$ cat src/design/knps_pkg.sv
package knps_pkg;

    localparam int COORD_FIELDS  = 4;
    localparam int COORD_W       = 16;
    localparam int POINT_W       = COORD_FIELDS * COORD_W;
    localparam int DIST_W        = 34;
    localparam int SQ_W          = 32;
    localparam int DIFF_W        = COORD_W + 1;
    localparam int MAX_DIMS      = 4;
    localparam int MAX_NEIGHBORS = 16;
    localparam int DIM_BOUND     = (MAX_DIMS < COORD_FIELDS) ? MAX_DIMS : COORD_FIELDS;

    localparam int CFG_INDEX_W = 3;
    localparam int CFG_DATA_W  = 16;
    localparam int COUNT_W     = 5;
    localparam int DIMS_W      = 3;

    localparam logic [CFG_INDEX_W-1:0] REG_QUERY_X0       = 3'd0;
    localparam logic [CFG_INDEX_W-1:0] REG_QUERY_X1       = 3'd1;
    localparam logic [CFG_INDEX_W-1:0] REG_QUERY_X2       = 3'd2;
    localparam logic [CFG_INDEX_W-1:0] REG_QUERY_X3       = 3'd3;
    localparam logic [CFG_INDEX_W-1:0] REG_NEIGHBOR_COUNT = 3'd4;
    localparam logic [CFG_INDEX_W-1:0] REG_ACTIVE_DIMS    = 3'd5;

    localparam logic [COUNT_W-1:0] COUNT_RESET = 5'd8;
    localparam logic [DIMS_W-1:0]  DIMS_RESET  = 3'd4;

    localparam int OUT_DATA_W = ((POINT_W + DIST_W + 7) / 8) * 8;

    // A scored point leaving the distance pipeline.
    typedef struct packed {
        logic                valid;
        logic                final_point;
        logic [DIST_W-1:0]   distance;
        logic [POINT_W-1:0]  coord;
    } knps_item_t;

    // What a cell shows to its right-hand neighbour.
    typedef struct packed {
        logic                valid;
        logic                gt;
        logic [DIST_W-1:0]   distance;
        logic [POINT_W-1:0]  coord;
    } knps_link_t;

    // One entry of the output row.
    typedef struct packed {
        logic                valid;
        logic [DIST_W-1:0]   distance;
        logic [POINT_W-1:0]  coord;
    } knps_entry_t;

    function automatic logic [DIMS_W-1:0] limit_dims(input logic [DIMS_W-1:0] d);
        logic [DIMS_W-1:0] r;
        r = d;
        if (r == '0) begin
            r = DIMS_W'(1);
        end
        if (r > DIMS_W'(DIM_BOUND)) begin
            r = DIMS_W'(DIM_BOUND);
        end
        return r;
    endfunction

endpackage

$ cat src/design/knps_cell.sv
module knps_cell (
    input  logic                              aclk,
    input  logic                              aresetn,
    input  logic                              update,
    input  logic                              final_point,
    input  logic                              grow,
    input  logic [knps_pkg::DIST_W-1:0]       new_dist,
    input  logic [knps_pkg::POINT_W-1:0]      new_coord,
    input  knps_pkg::knps_link_t              left,
    output knps_pkg::knps_link_t              right,
    input  logic                              drain_shift,
    input  knps_pkg::knps_entry_t             drain_in,
    output knps_pkg::knps_entry_t             drain_out
);

    logic                          valid_reg, valid_next;
    logic [knps_pkg::DIST_W-1:0]   dist_reg, dist_next;
    logic [knps_pkg::POINT_W-1:0]  coord_reg, coord_next;
    logic                          drain_valid_reg;
    logic [knps_pkg::DIST_W-1:0]   drain_dist_reg;
    logic [knps_pkg::POINT_W-1:0]  drain_coord_reg;
    logic                          gt;
    logic                          tail;
    logic                          take;

    // Cells hold a sorted prefix; the one just past it is the tail.
    assign gt   = valid_reg && (dist_reg > new_dist);
    assign tail = !valid_reg && left.valid;
    assign take = gt || (grow && tail);

    always_comb begin
        valid_next = valid_reg || (grow && tail);
        dist_next  = dist_reg;
        coord_next = coord_reg;
        if (take) begin
            if (left.gt) begin
                dist_next  = left.distance;
                coord_next = left.coord;
            end else begin
                dist_next  = new_dist;
                coord_next = new_coord;
            end
        end
    end

    always_ff @(posedge aclk) begin
        if (!aresetn) begin
            valid_reg       <= 1'b0;
            drain_valid_reg <= 1'b0;
        end else begin
            if (update) begin
                valid_reg <= final_point ? 1'b0 : valid_next;
            end
            if (update && final_point) begin
                drain_valid_reg <= valid_next;
            end else if (drain_shift) begin
                drain_valid_reg <= drain_in.valid;
            end
        end
    end

    always_ff @(posedge aclk) begin
        if (update) begin
            dist_reg  <= dist_next;
            coord_reg <= coord_next;
        end
        if (update && final_point) begin
            drain_dist_reg  <= dist_next;
            drain_coord_reg <= coord_next;
        end else if (drain_shift) begin
            drain_dist_reg  <= drain_in.distance;
            drain_coord_reg <= drain_in.coord;
        end
    end

    assign right.valid        = valid_reg;
    assign right.gt           = gt;
    assign right.distance     = dist_reg;
    assign right.coord        = coord_reg;
    assign drain_out.valid    = drain_valid_reg;
    assign drain_out.distance = drain_dist_reg;
    assign drain_out.coord    = drain_coord_reg;

endmodule

$ cat config.mk
export PLATFORM = sky130hd
export DESIGN_NAME = knps_cell
export DESIGN_NICKNAME = d
export VERILOG_FILES = /design/src/design/knps_pkg.sv /design/src/design/knps_cell.sv
export SDC_FILE = /design/constraint.sdc
export NUM_CORES = 1
export LEC_CHECK = 0
export BUFFER_PORTS_ARGS = -buffer_cell sky130_fd_sc_hd__buf_2
export CAP_MARGIN = 20
export CORE_AREA = 5 5 194 196
export DETAILED_ROUTE_END_ITERATION = 12
export DIE_AREA = 0 0 199 201
export PLACE_DENSITY = 0.57
export RECOVER_POWER = 25
export SYNTH_ARGS = -nofsm -noshare
export SYNTH_HDL_FRONTEND = slang
export SYNTH_SLANG_ARGS = --single-unit
$ cat constraint.sdc
create_clock -name aclk -period 4.2 [get_ports aclk]
set_input_delay 0.63 -clock aclk [delete_from_list [all_inputs] [get_ports aclk]]
set_output_delay 0.63 -clock aclk [all_outputs]
set_load 0.05 [all_outputs]
==> out/metrics.yaml <==
placed_design:
  gp_congestion: 0.859
  port_buffers: 501
  dp_hpwl_mm: 29.2
run:
  max_cap_viol_count: 0
route:
  drc: 0
  drt-initial-drc-count: 616
  final_antenna_net_count: 0
  firstDrtPassIters: 5
  wl_mm: 40.5
  via_count: 10162
  wire_per_inst_um: 20.9
  vias_per_cell: 5.24
global_routing:
  antenna_found_initial: 3
  overflow: 0
  grt_max_degree: 111
  grt_pass1_wl_mm: 59.7
  grt_pass1_vias: 9998
  track_usage_pct: 19.1
clock_network:
  clock-sinks: 198
  clockBufferDepth: 2
  clock_latency_ns: 0.45
  cts-resized-gates: 0
  post-cts-setup-buffer-count: 0
  cts_max_level: 4
  clk_pin_slew_ns: 0.08
  ctsHoldBuffers: 0
  cts_tree: "yes"
  numCtsBuffers: 17
  clock-root-buffer: "clkbuf_16"
synth:
  syn_avg_cell_area_sq_um: 11.0
  netlist_area_sq_um: 11100
  ys_types: 36
  syn-num-nets: 1351
  synth-seq-cells: 198
  yosysWarnings: 0
  synth_cells: 1014
  ys_seq_area_share_pct: 53.3
floorplanning:
  die_width_um: 199
  initial_core_util_pct: 31.0
  floorplan.rows: 70
  io_pins: 502
  coreArea_sq_um: 35900
  dieArea_sq_um: 40000
  die_y_um: 201
final_layout:
  layout-drive-gt1-share_pct: 30.3
  syn_to_final_growth_pct: 30.4
  final_net_count: 1794
sta:
  fin_worst_skew_ns: 0.0115
  slew-limit-headroom_pct: 38.4
  final_max_slew_viol_count: 0
  worst_slew_pin_slew_ns: 0.924
  min_period_over_period_pct: 93.6
  hold_viol: 0
  post-route-min-period_ns: 3.93
  timing.fmax_mhz: 254
  grt_setup_unrepaired: "no"
  setup_viol: 0
  tns_ns: 0
worst_setup_path:
  crit_fanout: 50
  ff2ff_setup_slack_ns: 0.64
  cp.arrival_ns: 3.30
  crit_path_end_kind: "output pin"
  worstPathRequired_ns: 3.57
  worst-setup-path-type: "reg2out"
  reg2reg_depth: 10
  cp-start-kind: "flop"
hold_path:
  min_path_type: "in2reg"
  min_path_cells: 3
pwr:
  p_leak_uw: 0.00604
  power_frac_seq_pct: 43.4
  total_power_uw: 5830
  ir_drop_mv: 0.277
  pwr_density_cell_nw_per_um2: 402
  p_int_uw: 3770
  p_switching_uw: 2050
  clock_power_share_pct: 28.8
  combPwrFrac_pct: 27.8
  swShare_pct: 35.3
outcome:
  status: "complete, no violations"
==> worst max-delay path, stage by stage, from the launching register on <==
cell and delay, ns:
edfxtp_1 0.46, ha_1 0.36, nand4_1 0.21, nor4_2 0.47
nand3_1 0.22, o2111ai_2 0.27, o21ai_4 0.14, inv_6 0.36
buf_2 0.35
==> kinds of logic (layout without fill, tap and decap cells) <==
family | count (synthesis) | in the layout | share of synthesized area (%)
fa+ha+maj | 34 | 34 | 3.83
mux | 66 | 66 | 5.94
compound gates | 421 | 421 | 26.0
other cells | 0 | 3 | 0
simple gates | 167 | 167 | 6.17
buf+inv | 128 | 584 | 4.77
flops | 198 | 198 | 53.3
==> layout by cell type (no fill, tap or decap), drive strengths merged, types with 8 or more instances in the layout <==
cell and count:
mux2i 66, a21oi 112, edfxtp 196, o221ai 33, clkbuf 125, inv 40, ha 34, nor2 102
buf 408, o21ai 72, a22o 98, nand2 47, clkinv 8, o21a 99
==> layout make-up <==
| type | count | area [sq um] |
|---|---|---|
| repair buffers | 515 | 2560 |
| well taps | 468 | 586 |
| diodes | 3 | 7.51 |
| inverters | 37 | 144 |
| clock buffers | 18 | 429 |
| clock inverters | 14 | 151 |
| multi-input cells | 688 | 4690 |
| flip-flops and latches | 198 | 5930 |
| fillers | 3623 | 21400 |
==> power groups by stage <==
| stage | Clock [uW] | Combinational, uW | Sequential [uW] |
|---|---|---|---|
| 6_report | 1680 | 1620 | 2530 |
| 2_1_floorplan | 0 | 522 | 3170 |
| 5_1_grt | 1810 | 1730 | 2550 |
| 3_3_place_gp | 0 | 1640 | 2560 |
| 3_5_place_dp | 0 | 1660 | 2570 |
| 4_1_cts | 1730 | 1660 | 2520 |
==> stage by stage <==
stage / hold WS (ns) / cells / worst slack (ns) / area, sq um / utilization (%)
6_report: 0.431 / 1941 / 0.268 / 14500 / 40.4
5_1_grt: 0.422 / 1939 / 0.00139 / 14500 / 40.3
4_1_cts: 0.401 / 1938 / 0.0799 / 14600 / 40.7
3_5_place_dp: 0.573 / 1906 / 0.251 / 14000 / 39.1
3_3_place_gp: 0.569 / 1906 / 0.336 / 14000 / 39.1
2_1_floorplan: 0.552 / 1014 / 0.342 / 11100 / -
==> routing by layer <==
layer / vias up / track usage (%) / share of wire [%]
li1: 4775 / - / -
met4: 0 / 5.47 / 1.8
met2: 456 / 33.3 / 50
met3: 41 / 4.08 / 8.2
met1: 4890 / 23.9 / 40
met5: - / 0 / 0
==> synthesized netlist by cell type (all sizes together) <==
cell type / number / area share, %
nand4: 4 / 0.23
or3b: 1 / 0.079
o21ai: 72 / 3.4
mux2i: 66 / 5.9
and3: 2 / 0.11
buf: 15 / 0.88
edfxtp: 196 / 53
nand2: 47 / 1.6
a31oi: 1 / 0.056
o22ai: 1 / 0.056
nor4: 1 / 0.11
a221oi: 2 / 0.16
a22oi: 1 / 0.068
a21oi: 112 / 5.0
inv: 37 / 1.3
and4: 4 / 0.32
nor2: 102 / 3.4
nand3: 3 / 0.14
nand2b: 2 / 0.11
nor3: 1 / 0.045
a22o: 98 / 7.7
o2111ai: 1 / 0.14
dfxtp: 2 / 0.36
o221ai: 33 / 2.6
ha: 34 / 3.8
a211oi: 1 / 0.068
o21a: 99 / 6.7
clkbuf: 76 / 2.6
==> path summary, 6_finish.rpt <==
kind	start	end
min	aresetn	valid_reg
max	dist_reg[29]	right[98]
min reg2reg	coord_reg[5]	coord_reg[5]
max reg2reg	dist_reg[29]	drain_dist_reg[29]
Note: power is estimated with default switching activity, not from simulation.
