===== src/design/knps_pkg.sv =====
package knps_pkg;

    localparam int COORD_FIELDS  = 4;
    localparam int COORD_W       = 16;
    localparam int POINT_W       = COORD_FIELDS * COORD_W;
    localparam int DIST_W        = 34;
    localparam int SQ_W          = 32;
    localparam int DIFF_W        = COORD_W + 1;
    localparam int MAX_DIMS      = 4;
    localparam int MAX_NEIGHBORS = 16;
    localparam int DIM_BOUND     = (MAX_DIMS < COORD_FIELDS) ? MAX_DIMS : COORD_FIELDS;

    localparam int CFG_INDEX_W = 3;
    localparam int CFG_DATA_W  = 16;
    localparam int COUNT_W     = 5;
    localparam int DIMS_W      = 3;

    localparam logic [CFG_INDEX_W-1:0] REG_QUERY_X0       = 3'd0;
    localparam logic [CFG_INDEX_W-1:0] REG_QUERY_X1       = 3'd1;
    localparam logic [CFG_INDEX_W-1:0] REG_QUERY_X2       = 3'd2;
    localparam logic [CFG_INDEX_W-1:0] REG_QUERY_X3       = 3'd3;
    localparam logic [CFG_INDEX_W-1:0] REG_NEIGHBOR_COUNT = 3'd4;
    localparam logic [CFG_INDEX_W-1:0] REG_ACTIVE_DIMS    = 3'd5;

    localparam logic [COUNT_W-1:0] COUNT_RESET = 5'd8;
    localparam logic [DIMS_W-1:0]  DIMS_RESET  = 3'd4;

    localparam int OUT_DATA_W = ((POINT_W + DIST_W + 7) / 8) * 8;

    // A scored point leaving the distance pipeline.
    typedef struct packed {
        logic                valid;
        logic                final_point;
        logic [DIST_W-1:0]   distance;
        logic [POINT_W-1:0]  coord;
    } knps_item_t;

    // What a cell shows to its right-hand neighbour.
    typedef struct packed {
        logic                valid;
        logic                gt;
        logic [DIST_W-1:0]   distance;
        logic [POINT_W-1:0]  coord;
    } knps_link_t;

    // One entry of the output row.
    typedef struct packed {
        logic                valid;
        logic [DIST_W-1:0]   distance;
        logic [POINT_W-1:0]  coord;
    } knps_entry_t;

    function automatic logic [DIMS_W-1:0] limit_dims(input logic [DIMS_W-1:0] d);
        logic [DIMS_W-1:0] r;
        r = d;
        if (r == '0) begin
            r = DIMS_W'(1);
        end
        if (r > DIMS_W'(DIM_BOUND)) begin
            r = DIMS_W'(DIM_BOUND);
        end
        return r;
    endfunction

endpackage


===== src/design/knps_dist.sv =====
module knps_dist (
    input  logic                                                   aclk,
    input  logic                                                   aresetn,
    input  logic                                                   advance,
    input  logic                                                   in_valid,
    input  logic                                                   in_final,
    input  logic [knps_pkg::POINT_W-1:0]                           in_coord,
    input  logic [knps_pkg::POINT_W-1:0]                           query,
    input  logic [knps_pkg::DIMS_W-1:0]                            active_dims,
    output knps_pkg::knps_item_t                                   out_item
);

    localparam int NF = knps_pkg::COORD_FIELDS;
    localparam int CW = knps_pkg::COORD_W;

    logic [knps_pkg::DIMS_W-1:0] dims;

    logic                               a_valid_reg, a_valid_next;
    logic                               a_final_reg;
    logic [knps_pkg::POINT_W-1:0]       a_coord_reg;
    logic signed [knps_pkg::DIFF_W-1:0] a_diff_reg  [NF];
    logic signed [knps_pkg::DIFF_W-1:0] a_diff_next [NF];

    logic                               b_valid_reg;
    logic                               b_final_reg;
    logic [knps_pkg::POINT_W-1:0]       b_coord_reg;
    logic [knps_pkg::SQ_W-1:0]          b_sq_reg  [NF];
    logic [knps_pkg::SQ_W-1:0]          b_sq_next [NF];
    logic signed [2*knps_pkg::DIFF_W-1:0] prod    [NF];

    logic                               c_valid_reg;
    logic                               c_final_reg;
    logic [knps_pkg::POINT_W-1:0]       c_coord_reg;
    logic [knps_pkg::DIST_W-1:0]        c_dist_reg, c_dist_next;

    assign dims = knps_pkg::limit_dims(active_dims);
    assign a_valid_next = in_valid;

    always_comb begin
        for (int j = 0; j < NF; j++) begin
            if (knps_pkg::DIMS_W'(j) < dims) begin
                a_diff_next[j] = $signed({in_coord[CW*j+CW-1], in_coord[CW*j +: CW]})
                               - $signed({query[CW*j+CW-1], query[CW*j +: CW]});
            end else begin
                a_diff_next[j] = '0;
            end
            prod[j]      = a_diff_reg[j] * a_diff_reg[j];
            b_sq_next[j] = prod[j][knps_pkg::SQ_W-1:0];
        end
        c_dist_next = '0;
        for (int j = 0; j < NF; j++) begin
            c_dist_next = c_dist_next + knps_pkg::DIST_W'(b_sq_reg[j]);
        end
    end

    always_ff @(posedge aclk) begin
        if (!aresetn) begin
            a_valid_reg <= 1'b0;
            b_valid_reg <= 1'b0;
            c_valid_reg <= 1'b0;
        end else if (advance) begin
            a_valid_reg <= a_valid_next;
            b_valid_reg <= a_valid_reg;
            c_valid_reg <= b_valid_reg;
        end
    end

    always_ff @(posedge aclk) begin
        if (advance) begin
            a_final_reg <= in_final;
            a_coord_reg <= in_coord;
            a_diff_reg  <= a_diff_next;
            b_final_reg <= a_final_reg;
            b_coord_reg <= a_coord_reg;
            b_sq_reg    <= b_sq_next;
            c_final_reg <= b_final_reg;
            c_coord_reg <= b_coord_reg;
            c_dist_reg  <= c_dist_next;
        end
    end

    assign out_item.valid       = c_valid_reg;
    assign out_item.final_point = c_final_reg;
    assign out_item.distance    = c_dist_reg;
    assign out_item.coord       = c_coord_reg;

endmodule


===== config.mk =====
export PLATFORM = sky130hd
export DESIGN_NAME = knps_dist
export DESIGN_NICKNAME = d
export VERILOG_FILES = /design/src/design/knps_pkg.sv /design/src/design/knps_dist.sv
export SDC_FILE = /design/constraint.sdc
export NUM_CORES = 2
export LEC_CHECK = 0
export ABC_AREA = 1
export BUFFER_PORTS_ARGS = -buffer_cell sky130_fd_sc_hd__buf_2
export CORE_ASPECT_RATIO = 0.7
export CORE_UTILIZATION = 41
export CTS_BUF_LIST = sky130_fd_sc_hd__clkbuf_8
export DETAILED_ROUTE_END_ITERATION = 8
export SYNTH_ARGS = -nofsm -noshare
export SYNTH_HDL_FRONTEND = slang
export SYNTH_SLANG_ARGS = --single-unit

===== constraint.sdc =====
create_clock -name aclk -period 13.9 [get_ports aclk]
set_input_delay 1.39 -clock aclk [delete_from_list [all_inputs] [get_ports aclk]]
set_output_delay 1.39 -clock aclk [all_outputs]
set_load 0.05 [all_outputs]

==> insert_results.sql <==
INSERT INTO impl_metrics (metric_group, metric, value, unit) VALUES
('run_status', 'run_status', 'finished clean', ''),
('grt', 'antenna_found_initial', '5', ''),
('timing', 'fmax', '148.9', 'MHz'),
('grt', 'number_of_global_route_vias_before_repair', '43770', ''),
('clock_tree', 'clk-insertion-delay-late', '0.80', 'ns'),
('clock_tree', 'ctsRootBufferMaster', 'sky130_fd_sc_hd__clkbuf_8', ''),
('clock_tree', 'tritoncts', 'done', ''),
('drt', 'detail_route.wl_per_cell', '16.77', 'um'),
('placed_design', 'dp_hpwl', '123.7', 'mm'),
('drt', 'drtAntennaViolNets', '0', ''),
('clock_tree', 'cts_setup_buffers', '0', ''),
('placed_design', 'place.port_buffers', '235', ''),
('drt', 'vias', '42300', ''),
('timing', 'finalCritPeriodShare', '0.4830', ''),
('floorplanning', 'initial_core_util', '0.4160', ''),
('drt', 'totalWireLength', '147.2', 'mm'),
('timing', 'timing.final.crit_period', '6.714', 'ns'),
('logic_synthesis', 'synth_cells', '6606', ''),
('clock_tree', 'post_cts_resized', '0', ''),
('floorplanning', 'io-pin-count', '236', ''),
('logic_synthesis', 'synth_flop_cell', 'sky130_fd_sc_hd__edfxtp_1', ''),
('logic_synthesis', 'yosysMostFrequentCell', 'sky130_fd_sc_hd__inv_1', ''),
('cells_and_area', 'nets', '8439', ''),
('logic_synthesis', 'mappedNetlistArea', '59830', 'um^2'),
('cells_and_area', 'largest_register_ffs', '124', ''),
('logic_synthesis', 'synth.yosys.warnings', '0', ''),
('logic_synthesis', 'postSynthRegisterBits', '424', ''),
('setup_path', 'cp.arrival', '7.24', 'ns'),
('cells_and_area', 'final_layout_size_suffix_gt1_frac', '0.06002', ''),
('timing', 'tightest_slew', '0.9933', 'ns'),
('logic_synthesis', 'synth_seq_area_share', '0.2123', ''),
('timing', 'grt_setup_unrepaired', 'no', ''),
('clock_tree', 'clkSinkCount', '424', ''),
('grt', 'global_route.overflow_total', '0', ''),
('clock_tree', 'total_clock_buffers_created_by_cts', '77', ''),
('grt', 'pin_count_of_the_biggest_net_entering_global_routing', '153', ''),
('logic_synthesis', 'synth_top_cell_area_share', '0.3647', ''),
('setup_path', 'worst-setup-path-type', 'flip-flop to flip-flop', ''),
('setup_path', 'cp_max_fo', '23', ''),
('timing', 'hold_viol', '0', ''),
('setup_path', 'critical_path.endpoint_type', 'flip-flop', ''),
('floorplanning', 'die_width', '458.6', 'um'),
('timing', 'finalMaxSlewViolations', '0', ''),
('logic_synthesis', 'synthDistinctLibCells', '50', ''),
('setup_path', 'cp-start-kind', 'flip-flop', ''),
('logic_synthesis', 'async_reset_ff_frac', '0', ''),
('timing', 'timing.slew.headroom', '0.3378', ''),
('clock_tree', 'ctsHoldBuffers', '0', ''),
('logic_synthesis', 'post_synth.cell_area_avg', '9.057', 'um^2'),
('floorplanning', 'dieArea', '147500', 'um^2'),
('setup_path', 'cp.required', '14.43', 'ns'),
('drt', 'vias_per_cell', '4.817', ''),
('clock_tree', 'h-tree-depth', '3', ''),
('logic_synthesis', 'synth_area_leaders', 'sky130_fd_sc_hd__fa_1 (36%), sky130_fd_sc_hd__edfxtp_1 (21%), sky130_fd_sc_hd__inv_1 (12%)', ''),
('drt', 'drc_errors', '0', ''),
('grt', 'grt_first_pass_wirelength', '238.8', 'mm'),
('floorplanning', 'floorplan.rows', '116', ''),
('clock_tree', 'clk_path_buf_depth', '3', ''),
('logic_synthesis', 'ys_top_cells_by_count', 'sky130_fd_sc_hd__inv_1 (1911), sky130_fd_sc_hd__nand2_1 (1287), sky130_fd_sc_hd__fa_1 (1090)', ''),
('run', 'maxCapViolCount', '0', ''),
('timing', 'setup-tns-final', '0', 'ns'),
('clock_tree', 'clk_pin_slew', '0.06', 'ns'),
('timing', 'finalSetupViolations', '0', ''),
('drt', 'drt-pass1-iter-count', '5', ''),
('logic_synthesis', 'synthDominantAreaCellType', 'sky130_fd_sc_hd__fa_1', ''),
('grt', 'groute.usage.overall', '0.2068', ''),
('placed_design', 'place.gp.congestion', '0.9162', ''),
('timing', 'timing.clock.skew', '0.06400', 'ns'),
('drt', 'detailedRoute.firstIterationViolations', '3481', ''),
('floorplanning', 'design.core.area', '143800', 'um^2'),
('hold_path', 'hold_path.class', 'flip-flop to flip-flop', ''),
('floorplanning', 'dieHeight', '321.6', 'um'),
('cells_and_area', 'synthToLayoutAreaGrowth', '7.711', '%'),
('logic_synthesis', 'synth_edf_count', '421', '');
## kinds of logic (layout without fill, tap and decap cells)
family | Yosys count | in the layout | share of synthesized area
buffers and inverters | 2063 | 2287 | 0.1297
AND/OR/NAND/NOR | 1950 | 1950 | 0.1344
adder cells (fa/ha/maj) | 1523 | 1523 | 0.4553
AO/OA/AOI/OAI | 489 | 489 | 0.04553
flip-flops | 424 | 424 | 0.2123
XOR/XNOR | 155 | 155 | 0.02269
other | 2 | 6 | 0.0001255
## worst max-delay path, stage by stage, from the launching register on
cell,delay (ns)
sky130_fd_sc_hd__edfxtp_1,0.77
sky130_fd_sc_hd__nand2_1,0.27
sky130_fd_sc_hd__inv_1,0.12
sky130_fd_sc_hd__fa_1,0.72
sky130_fd_sc_hd__inv_1,0.15
sky130_fd_sc_hd__fa_1,0.81
sky130_fd_sc_hd__inv_1,0.20
sky130_fd_sc_hd__fa_1,0.44
sky130_fd_sc_hd__fa_1,0.52
sky130_fd_sc_hd__fa_1,0.56
sky130_fd_sc_hd__fa_1,0.41
sky130_fd_sc_hd__ha_1,0.42
sky130_fd_sc_hd__nand2_1,0.15
sky130_fd_sc_hd__nor2_1,0.32
sky130_fd_sc_hd__nand2_1,0.11
sky130_fd_sc_hd__nor3_1,0.14
sky130_fd_sc_hd__nand2_1,0.14
sky130_fd_sc_hd__nand4_1,0.12
sky130_fd_sc_hd__nand2_1,0.08
## worst paths after layout
check	start	to	slack, ns	cells past startpoint
worst min register to register	a_coord_reg[52]$_DFFE_PP_	b_coord_reg[52]$_DFFE_PP_	0.40	0
worst max register to register	a_diff_reg[67]$_SDFFCE_PP0P_	b_sq_reg[125]$_DFFE_PP_	7.19	18
worst max-delay path	a_diff_reg[67]$_SDFFCE_PP0P_	b_sq_reg[125]$_DFFE_PP_	7.19	18
worst min-delay path	a_coord_reg[52]$_DFFE_PP_	b_coord_reg[52]$_DFFE_PP_	0.40	0
## placed cells by master (no fill, tap or decap), drive strengths merged
cell,n
inv,1931
o31ai,2
clkbuf,78
nor2,306
and2,4
nand3b,14
conb,3
a31o,5
nand2,1301
o211ai,6
ha,433
clkinvlp,3
a31oi,5
clkinv,26
nand3,199
bufinv,6
xor2,117
and3,8
buf,243
nor4,5
a21o,33
a21oi,254
diode,3
edfxtp,421
nor3,35
nand4,52
nand2b,3
o21a,13
or2,23
fa,1090
a21boi,9
dfxtp,3
a211oi,1
o21bai,27
o21ai,134
xnor2,38
## through the flow
| stage | hold slack, ns | cells | worst slack (ns) | cell area, um^2 | utilization |
|---|---|---|---|---|---|
| after floorplan | 0.4003 | 6607 | 8.082 | 59830 | - |
| after global placement | 0.4003 | 8648 | 7.208 | 62960 | 0.4377 |
| after detailed placement | 0.4045 | 8648 | 7.192 | 62960 | 0.4377 |
| after CTS | 0.4082 | 8778 | 7.179 | 64440 | 0.4480 |
| after global routing | 0.4146 | 8781 | 6.826 | 64440 | 0.4480 |
| final | 0.4020 | 8781 | 7.186 | 64440 | 0.4480 |
## layout make-up
type / count / area [um^2]
inverter: 1914 / 7184
clock inverter: 52 / 405.4
antenna: 3 / 7.507
clock buffer: 78 / 1074
timing repair buffer: 243 / 1259
tap: 1947 / 2436
fill: 14110 / 79390
sequential: 424 / 12700
multi-input combinational: 4120 / 39380
## layer usage
metal  GRT usage  vias to the layer above  wire length [um]
li1            -                    20010                 -
met4     0.03423                        4              2212
met3     0.04951                      139             11820
met2      0.2890                     1210             59020
met5           0                        -                26
met1      0.3242                    20930             74150
Power is not shown: default switching activity piles up to over one toggle a cycle in this logic, so the estimate is an artifact.
